[config.mk]
export PLATFORM = sky130hd
export DESIGN_NAME = eight_sample_pulse_sum
export DESIGN_NICKNAME = d
export VERILOG_FILES = /design/src/esps_pkg.sv /design/src/eight_sample_pulse_sum.sv /design/src/esps_core.sv
export SDC_FILE = /design/constraint.sdc
export NUM_CORES = 1
export LEC_CHECK = 0
export ABC_AREA = 1
export BUFFER_PORTS_ARGS = -buffer_cell sky130_fd_sc_hd__buf_2
export CAP_MARGIN = 30
export CORE_MARGIN = 3
export CORE_UTILIZATION = 45
export CTS_BUF_LIST = sky130_fd_sc_hd__clkbuf_2 sky130_fd_sc_hd__clkbuf_4 sky130_fd_sc_hd__clkbuf_8
export CTS_CLUSTER_SIZE = 25
export DETAILED_ROUTE_END_ITERATION = 8
export GPL_ROUTABILITY_DRIVEN = 0
export SETUP_SLACK_MARGIN = 0.2
export SYNTH_ARGS = -nofsm -noshare
export SYNTH_HDL_FRONTEND = slang
export SYNTH_SLANG_ARGS = --single-unit
[constraint.sdc]
create_clock -name clk_i -period 3.6 [get_ports clk_i]
set_input_delay 0.54 -clock clk_i [delete_from_list [all_inputs] [get_ports clk_i]]
set_output_delay 0.54 -clock clk_i [all_outputs]
set_load 0.01 [all_outputs]
[src/esps_pkg.sv]
// Shared constants and config indexes for the eight-sample pulse sum.
package esps_pkg;

  localparam int unsigned WINDOW_LEN = 8;
  localparam int unsigned ADC_BITS   = 12;
  localparam int unsigned IDX_W      = $clog2(WINDOW_LEN);
  localparam int unsigned SUM_W      = 15;
  localparam int unsigned PED_W      = 12;
  localparam int unsigned PED_SHIFT  = 3;
  localparam int unsigned CALC_W     = SUM_W + 1;
  localparam int unsigned CFG_IDX_W  = 1;
  localparam int unsigned CFG_DATA_W = 12;

  localparam logic [IDX_W-1:0] LAST_IDX = IDX_W'(WINDOW_LEN - 1);
  localparam logic [SUM_W-1:0] SUM_MAX  = {SUM_W{1'b1}};

  typedef enum logic [CFG_IDX_W-1:0] {
    CFG_PEDESTAL = 1'b0,
    CFG_SUM_MODE = 1'b1
  } cfg_idx_e;

  typedef struct packed {
    logic [PED_W-1:0] pedestal;
    logic             sum_mode;
  } esps_cfg_t;

endpackage

[src/eight_sample_pulse_sum.sv]
// Eight-sample pulse sum: takes one 12-bit ADC sample per cycle while the
// input is not stalled, sums windows of eight samples and gives one
// pedestal-subtracted, zero-clamped and saturated word per window on its
// last sample. A sample is registered at the input, processed against the
// window state once the output register is free, and the result is held in
// an output register. A stalled output word holds back the input only once
// the input register also holds a sample. The configuration port is always
// ready. It is to be written only while idle; the block itself does not
// enforce this.
module eight_sample_pulse_sum import esps_pkg::*; (
  input  logic                  clk_i,
  input  logic                  rst_ni,
  input  logic                  in_valid_i,
  output logic                  in_stall_o,
  input  logic [ADC_BITS-1:0]   adc_sample_i,
  input  logic                  window_start_i,
  output logic                  out_valid_o,
  input  logic                  out_stall_i,
  output logic [SUM_W-1:0]      window_sum_o,
  input  logic                  cfg_valid_i,
  output logic                  cfg_ready_o,
  input  logic [CFG_IDX_W-1:0]  cfg_index_i,
  input  logic [CFG_DATA_W-1:0] cfg_data_i
);

  logic                in_valid_q;
  logic [ADC_BITS-1:0] sample_q;
  logic                start_q;
  logic                out_valid_q;
  logic [SUM_W-1:0]    window_sum_q;
  esps_cfg_t           cfg_q;
  logic                out_free, proc;
  logic                res_valid;
  logic [SUM_W-1:0]    res;

  assign out_free    = !out_valid_q || !out_stall_i;
  assign proc        = in_valid_q && out_free;
  assign in_stall_o  = in_valid_q && !out_free;
  assign cfg_ready_o = 1'b1;

  always_ff @(posedge clk_i or negedge rst_ni) begin
    if (!rst_ni) begin
      cfg_q <= '0;
    end else if (cfg_valid_i && cfg_ready_o) begin
      case (cfg_index_i)
        CFG_PEDESTAL: cfg_q.pedestal <= cfg_data_i[PED_W-1:0];
        CFG_SUM_MODE: cfg_q.sum_mode <= cfg_data_i[0];
        default: ;
      endcase
    end
  end

  always_ff @(posedge clk_i or negedge rst_ni) begin
    if (!rst_ni) begin
      in_valid_q <= 1'b0;
    end else if (!in_stall_o) begin
      in_valid_q <= in_valid_i;
    end
  end

  always_ff @(posedge clk_i) begin
    if (!in_stall_o && in_valid_i) begin
      sample_q <= adc_sample_i;
      start_q  <= window_start_i;
    end
  end

  esps_core u_core (
    .clk_i       (clk_i),
    .rst_ni      (rst_ni),
    .en_i        (proc),
    .sample_i    (sample_q),
    .start_i     (start_q),
    .cfg_i       (cfg_q),
    .res_valid_o (res_valid),
    .res_o       (res)
  );

  always_ff @(posedge clk_i or negedge rst_ni) begin
    if (!rst_ni) begin
      out_valid_q <= 1'b0;
    end else if (proc && res_valid) begin
      out_valid_q <= 1'b1;
    end else if (!out_stall_i) begin
      out_valid_q <= 1'b0;
    end
  end

  always_ff @(posedge clk_i) begin
    if (proc && res_valid) begin
      window_sum_q <= res;
    end
  end

  assign out_valid_o  = out_valid_q;
  assign window_sum_o = window_sum_q;

endmodule

[src/esps_core.sv]
// Window state and per-sample sum, rise check and pedestal subtraction.
module esps_core import esps_pkg::*; (
  input  logic                clk_i,
  input  logic                rst_ni,
  input  logic                en_i,
  input  logic [ADC_BITS-1:0] sample_i,
  input  logic                start_i,
  input  esps_cfg_t           cfg_i,
  output logic                res_valid_o,
  output logic [SUM_W-1:0]    res_o
);

  logic [IDX_W-1:0]    idx_q, idx_d, idx;
  logic [SUM_W-1:0]    sum_q, sum_d;
  logic [ADC_BITS-1:0] prev_q;
  logic                rise_q, rise_d;
  logic [CALC_W-1:0]   total, sub, diff;
  logic                zero_out;

  assign idx = start_i ? '0 : idx_q;

  always_comb begin
    total    = CALC_W'(sum_q) + CALC_W'(sample_i);
    sub      = CALC_W'(cfg_i.pedestal) << PED_SHIFT;
    diff     = (total > sub) ? total - sub : '0;
    zero_out = !cfg_i.sum_mode && (sample_i >= prev_q) && !rise_q;
    res_o    = '0;
    if (!zero_out) begin
      res_o = (diff > CALC_W'(SUM_MAX)) ? SUM_MAX : diff[SUM_W-1:0];
    end
    res_valid_o = (idx == LAST_IDX);
  end

  always_comb begin
    sum_d  = total[SUM_W-1:0];
    rise_d = rise_q;
    idx_d  = idx + IDX_W'(1);
    if (idx == '0) begin
      sum_d  = SUM_W'(sample_i);
      rise_d = 1'b0;
    end else if (idx == LAST_IDX) begin
      sum_d = res_o;
      idx_d = '0;
    end else if (idx == IDX_W'(1) && sample_i > prev_q) begin
      rise_d = 1'b1;
    end
  end

  always_ff @(posedge clk_i or negedge rst_ni) begin
    if (!rst_ni) begin
      idx_q  <= '0;
      sum_q  <= '0;
      prev_q <= '0;
      rise_q <= 1'b0;
    end else if (en_i) begin
      idx_q  <= idx_d;
      sum_q  <= sum_d;
      prev_q <= sample_i;
      rise_q <= rise_d;
    end
  end

endmodule

After elaboration in Yosys (flattened, before gate mapping)
Index checks and enable logic that the tools add are counted.
{"block": "op_classes", "add_sub_neg": 3, "n_lt_le_gt_ge": 4, "eq_ne": 4, "muxes": 13, "bitwise": 1, "n_reduce_logical": 19}
{"operator": "$mux W15", "count": 4}
{"operator": "$add A15 B12 Y16", "count": 1}
{"operator": "$gt A16 B15 Y1", "count": 1}
{"operator": "$gt A16 B15 Y1 const B", "count": 1}
{"operator": "$mux W16", "count": 1}
{"operator": "$sub A16 B15 Y16", "count": 1}
{"operator": "$ge A12 B12 Y1", "count": 1}
{"operator": "$gt A12 B12 Y1", "count": 1}
{"operator": "$mux W3", "count": 3}
{"operator": "$logic_and A1 B1 Y1", "count": 7}
{"operator": "$logic_not A1 Y1", "count": 6}
{"operator": "$mux W1", "count": 5}
{"operator": "$ne A2 B1 Y1 const B", "count": 2}
{"operator": "$reduce_and A2 Y1", "count": 2}
{"operator": "$add A3 B1 Y3 const B", "count": 1}
{"operator": "$eq A3 B1 Y1 const B", "count": 1}
{"operator": "$eq A3 B3 Y1 const B", "count": 1}
{"operator": "$logic_not A3 Y1", "count": 1}
{"operator": "$reduce_and A3 Y1", "count": 1}
{"operator": "$reduce_bool A2 Y1", "count": 1}
{"operator": "$logic_or A1 B1 Y1", "count": 1}
{"operator": "$not A1 Y1", "count": 1}
{"block": "totals", "reg_bits": 74, "input_bits": 31, "output_inout_bits": 18, "word_cells": 55}

Depth between registers and ports, before layout
{"block": "logic_depth", "depth_word": 8, "mapped_depth": 27, "mapped_depth_nobuf": 26}

Hierarchy
A second synthesis with hierarchy kept.
{"block": "unflattened", "hier_cells": 647, "area_unflattened_um2": 5058.6}
{"module": "esps_core", "instances": 1, "cells_per_inst": 544, "area_per_inst_um2": 3577.2, "seq_area_each_um2": 775.7}
{"module": "eight_sample_pulse_sum", "instances": 1, "cells_per_inst": 103, "area_per_inst_um2": 1481.4, "seq_area_each_um2": 1216.2}

Least setup slack after synthesis
No wires, ideal clock.
{"block": "synth_path", "path_kind": "register -> register", "from": "reg sample_q[0]", "to": "reg window_sum_q[12], in the netlist window_sum_o[12] (data pin)", "setup_time_ps": 252, "arrival_time_ps": 2896, "required_time_ps": 3348, "setup_slack_ps": 452, "stages_incl_launch_ff": 20, "n_path_buf": 1, "synth_period_minus_slack_ps": 3148, "cell_sequence": "edfxtp_1 ha_1 fa_1 nand3_1 nand2_1 or2_2 nand2_1 inv_1 fa_1 nand3_1 nand3_1 nand3_1 inv_1 nor2_1 nand2_1 nand2_2 buf_6 nand3_1 nand3_1 inv_1"}
{"block": "synth_via", "elab_chain_cells": 6, "elab_cells_between_ends": 10, "classes_between": "add/sub: 2; order compare: 3; mux: 3; reduce/logical: 2"}
{"item": "start: declaration", "line_no": "eight_sample_pulse_sum.sv:27", "text": "logic [ADC_BITS-1:0] sample_q;"}
{"item": "start signal: assignment", "line_no": "eight_sample_pulse_sum.sv:63", "text": "sample_q <= adc_sample_i;"}
{"item": "$add A15 B12 Y16", "line_no": "esps_core.sv:23", "text": "total = CALC_W'(sum_q) + CALC_W'(sample_i);"}
{"item": "$sub A16 B15 Y16 or $gt A16 B15 Y1 (tied branches)", "line_no": "esps_core.sv:25", "text": "diff = (total > sub) ? total - sub : '0;"}
{"item": "$mux W16", "line_no": "esps_core.sv:25"}
{"item": "$gt A16 B15 Y1", "line_no": "esps_core.sv:29", "text": "res_o = (diff > CALC_W'(SUM_MAX)) ? SUM_MAX : diff[SUM_W-1:0];"}
{"item": "$mux W15", "line_no": "esps_core.sv:29"}
{"item": "$mux W15 (*)", "line_no": "esps_core.sv:28", "text": "if (!zero_out) begin"}
{"item": "net res[12]", "line_no": "eight_sample_pulse_sum.sv:34", "text": "logic [SUM_W-1:0] res;"}
{"item": "end signal: assignment", "line_no": "eight_sample_pulse_sum.sv:91", "text": "window_sum_q <= res;"}
{"item": "end: declaration", "line_no": "eight_sample_pulse_sum.sv:30", "text": "logic [SUM_W-1:0] window_sum_q;"}
The timed path passes the listed nets; every way through them passes the cells marked *.
A chain may end at the register's enable or synchronous reset.

Worst setup path after layout
{"block": "layout_path", "from": "reg u_core.sum_q[0]", "to": "reg u_core.sum_q[11]"}
{"block": "layout_via", "elab_chain_cells": 8, "elab_cells_between_ends": 9, "classes_between": "add/sub: 2; order compare: 2; mux: 5"}
{"item": "start: declaration", "line_no": "esps_core.sv:14", "text": "logic [SUM_W-1:0] sum_q, sum_d;"}
{"item": "start signal: assignment", "line_no": "esps_core.sv:57", "text": "sum_q <= sum_d;"}
{"item": "$add A15 B12 Y16 (*)", "line_no": "esps_core.sv:23"}
{"item": "$sub A16 B15 Y16 or $gt A16 B15 Y1 (tied branches)", "line_no": "esps_core.sv:25"}
{"item": "$mux W16", "line_no": "esps_core.sv:25"}
{"item": "$gt A16 B15 Y1", "line_no": "esps_core.sv:29"}
{"item": "$mux W15", "line_no": "esps_core.sv:29"}
{"item": "$mux W15", "line_no": "esps_core.sv:28"}
{"item": "$mux W15 (*)", "line_no": "esps_core.sv:41", "text": "end else if (idx == LAST_IDX) begin"}
{"item": "$mux W15 (*)", "line_no": "esps_core.sv:38", "text": "if (idx == '0) begin"}
Mark *: on every way between the ends. The rest lies on a longest branch, timed or not.

==> flow_summary.json <==
{
  "path_common_cell": "nand2_1",
  "startpoint_type": "register",
  "slew_violations": 0,
  "slowest_delay_ps": 410,
  "yosys_most_used_dff": "dfrtp_1",
  "critPathKind": "reg -> reg",
  "path_max_fanout": 4,
  "total_power_w": 0.00374,
  "hold_ws_ps": 125,
  "critPathArrivalTime_ps": 3580,
  "finalNetCount": 785,
  "vias": 4289,
  "cp_num_cells": 25,
  "reg2reg_depth": 25,
  "fin_crit_ps": 3320,
  "die_y_um": 110,
  "drt-total-wl_um": 12500,
  "hold_buffers": 0,
  "syn_avg_cell_area_sq_um": 7.76,
  "setup_tns_ps": 0,
  "worst_clock_skew_ps": 12.8,
  "grt_pass1_wl_um": 19200,
  "clock_sinks": 74,
  "ys_ff_latch": 74,
  "slew-limit-headroom": 0.358,
  "cts_root_buf": "clkbuf_8",
  "netlist_instances": 625,
  "critPathSlowestCell": "fa_2",
  "preCtsSetupSlack_ps": 56.2,
  "clock.fmax_mhz": 302,
  "crit_required_ps": 3860,
  "grt_max_degree": 29,
  "grt_usage": 0.211,
  "path_clk_slew_ps": 80,
  "grt_pass1_vias": 3882,
  "post-route-period-util": 0.921,
  "power_leakage_nw": 3.13,
  "synthArstFlopShare": 0.622,
  "core-area_sq_mm": 0.0104,
  "drt_first_iter_violations": 275,
  "ios": 49,
  "ant_nets": 0,
  "drc": 0,
  "clock_latency_ps": 380,
  "p_per_area_mw_per_mm2": 612,
  "rsz0062_at_grt": "yes",
  "antenna_found_initial": 0,
  "maxCapViolCount": 0,
  "ys_types": 37,
  "row_count": 37,
  "area_growth_pct": 25.9,
  "peakVddDrop_uv": 280,
  "vias_per_cell": 5.03,
  "hold_viol": 0,
  "synth-edff-count": 28,
  "die_area_sq_mm": 0.0121,
  "cp_num_buf_inv": 3,
  "hpwl_um": 9450,
  "start_util": 0.465,
  "syn-num-nets": 698,
  "setup_viol_count_final": 0,
  "tightest_slew_ps": 960,
  "netlist_area_sq_mm": 0.00485,
  "die_w_um": 110,
  "cts_tree": "built",
  "first_pass_iters": 5,
  "cts.path.max_buffers": 2,
  "cts_buffers": 9,
  "yosysWarnings": 0,
  "antennaDiodeCount": 0,
  "drive_gt1_frac": 0.269,
  "htree_levels": 3,
  "setup.worst_path.end_class": "register",
  "n_fill_cell": 948,
  "cp_top_family": "simple AND/OR/NAND/NOR gates",
  "synth-seq-area-share": 0.411,
  "wl_per_cell_um": 14.7,
  "fin_ws_ps": 284,
  "holdCritPathClass": "in -> async",
  "numPortBuffers": 47,
  "grt.overflow.total": 0,
  "status": "complete, no violations"
}
==> final timing paths <==
kind | slack [ps] | start | to
min in group clk_i | 330 | adc_sample_i[3] | sample_q[3]
max in group asynchronous | 2720 | rst_ni | u_core.prev_q[6]
max reg2reg | 280 | u_core.sum_q[0] | u_core.sum_q[11]
max | 280 | u_core.sum_q[0] | u_core.sum_q[11]
min | 120 | rst_ni | cfg_q[10]
min reg2reg | 490 | u_core.idx_q[1] | u_core.idx_q[1]
==> repair_timing <==
action / 4_1_cts / 5_1_grt
resized for setup: 12 / 72
buffers inserted: 1 / 14
setup endpoints to repair: 29 / 30
pin swaps: 0 / 27
hold endpoints to repair: 0 / 0
==> area by class of cell <==
type | count | area [sq um] | share of cell area
tap | 136 | 170 | 0.0279
clock inverter | 4 | 25.0 | 0.00410
timing repair buffer | 90 | 594 | 0.0973
sequential | 74 | 1990 | 0.326
clock buffer | 12 | 159 | 0.0260
inverter | 112 | 423 | 0.0693
multi-input combinational | 425 | 2740 | 0.449
==> per-stage QoR <==
step	cells	cell area, sq um	utilization
floorplan	625	4850	-
global placement	822	5390	0.517
detailed placement	822	5390	0.517
CTS	839	5660	0.543
global route	853	6110	0.586
finish	853	6110	0.586
==> routing by layer <==
layer,part of all wire,GRT usage
met1,0.47,0.288
met2,0.45,0.316
met3,0.057,0.0534
met4,0.022,0.0890
met5,0,0
==> power by group <==
group          switching (W)  internal (W)  total (W)  leakage (nW)
clock               0.000317      0.000295   0.000611         0.100
combinational        0.00120      0.000872    0.00207          2.23
sequential         0.0000774      0.000978    0.00106         0.806
==> sequential cells by signal (all words and copies together), names as in the netlist <==
register and flops:
out_valid_o 1, window_sum_o 15, in_valid_q 1, start_q 1, u_core.sum_q 15, u_core.prev_q 12, u_core.rise_q 1, u_core.idx_q 3
sample_q 12, cfg_q 13
==> synthesized netlist by cell type, types with 2 or more instances <==
master    count  area, sq um
nand2_1     190          713
inv_1       109          409
dfrtp_1      46         1150
nand3_1      45          225
ha_1         40          500
a21oi_1      38          190
edfxtp_1     28          841
nor2_1       26         97.6
o21ai_0      20          100
a22oi_1      12         90.1
clkbuf_1      8         30.0
xnor2_1       8         70.1
nand4_1       7         43.8
or2_2         5         31.3
xor2_1        5         43.8
nand2_2       4         25.0
nand3_2       4         40.0
nor3_1        4         20.0
o21bai_1      4         30.0
a31oi_1       2         12.5
buf_6         2         22.5
clkinv_1      2         7.51
fa_1          2         40.0
==> cells by family (layout without fill, tap and decap cells) <==
logic type	after synthesis	after routing	share of synthesized area
AO/OA/AOI/OAI	79	79	0.0914
XOR/XNOR	13	13	0.0235
adder cells (fa/ha/maj)	42	42	0.111
buffers and inverters	126	218	0.107
flip-flops	74	74	0.411
other	1	1	0.000773
AND/OR/NAND/NOR	290	290	0.255
==> placed cells by master, fill, tap and decap left out, types with 12 or more instances in the layout <==
master	instances
a21oi_1	34
inv_1	105
nand2_2	19
a22oi_1	12
nand2_1	172
dfrtp_1	46
buf_4	38
nor2_1	21
nand3_1	28
nand3_2	19
o21ai_0	18
ha_4	15
ha_1	24
edfxtp_1	28
buf_2	47
Power figures use the tool's default switching activity.
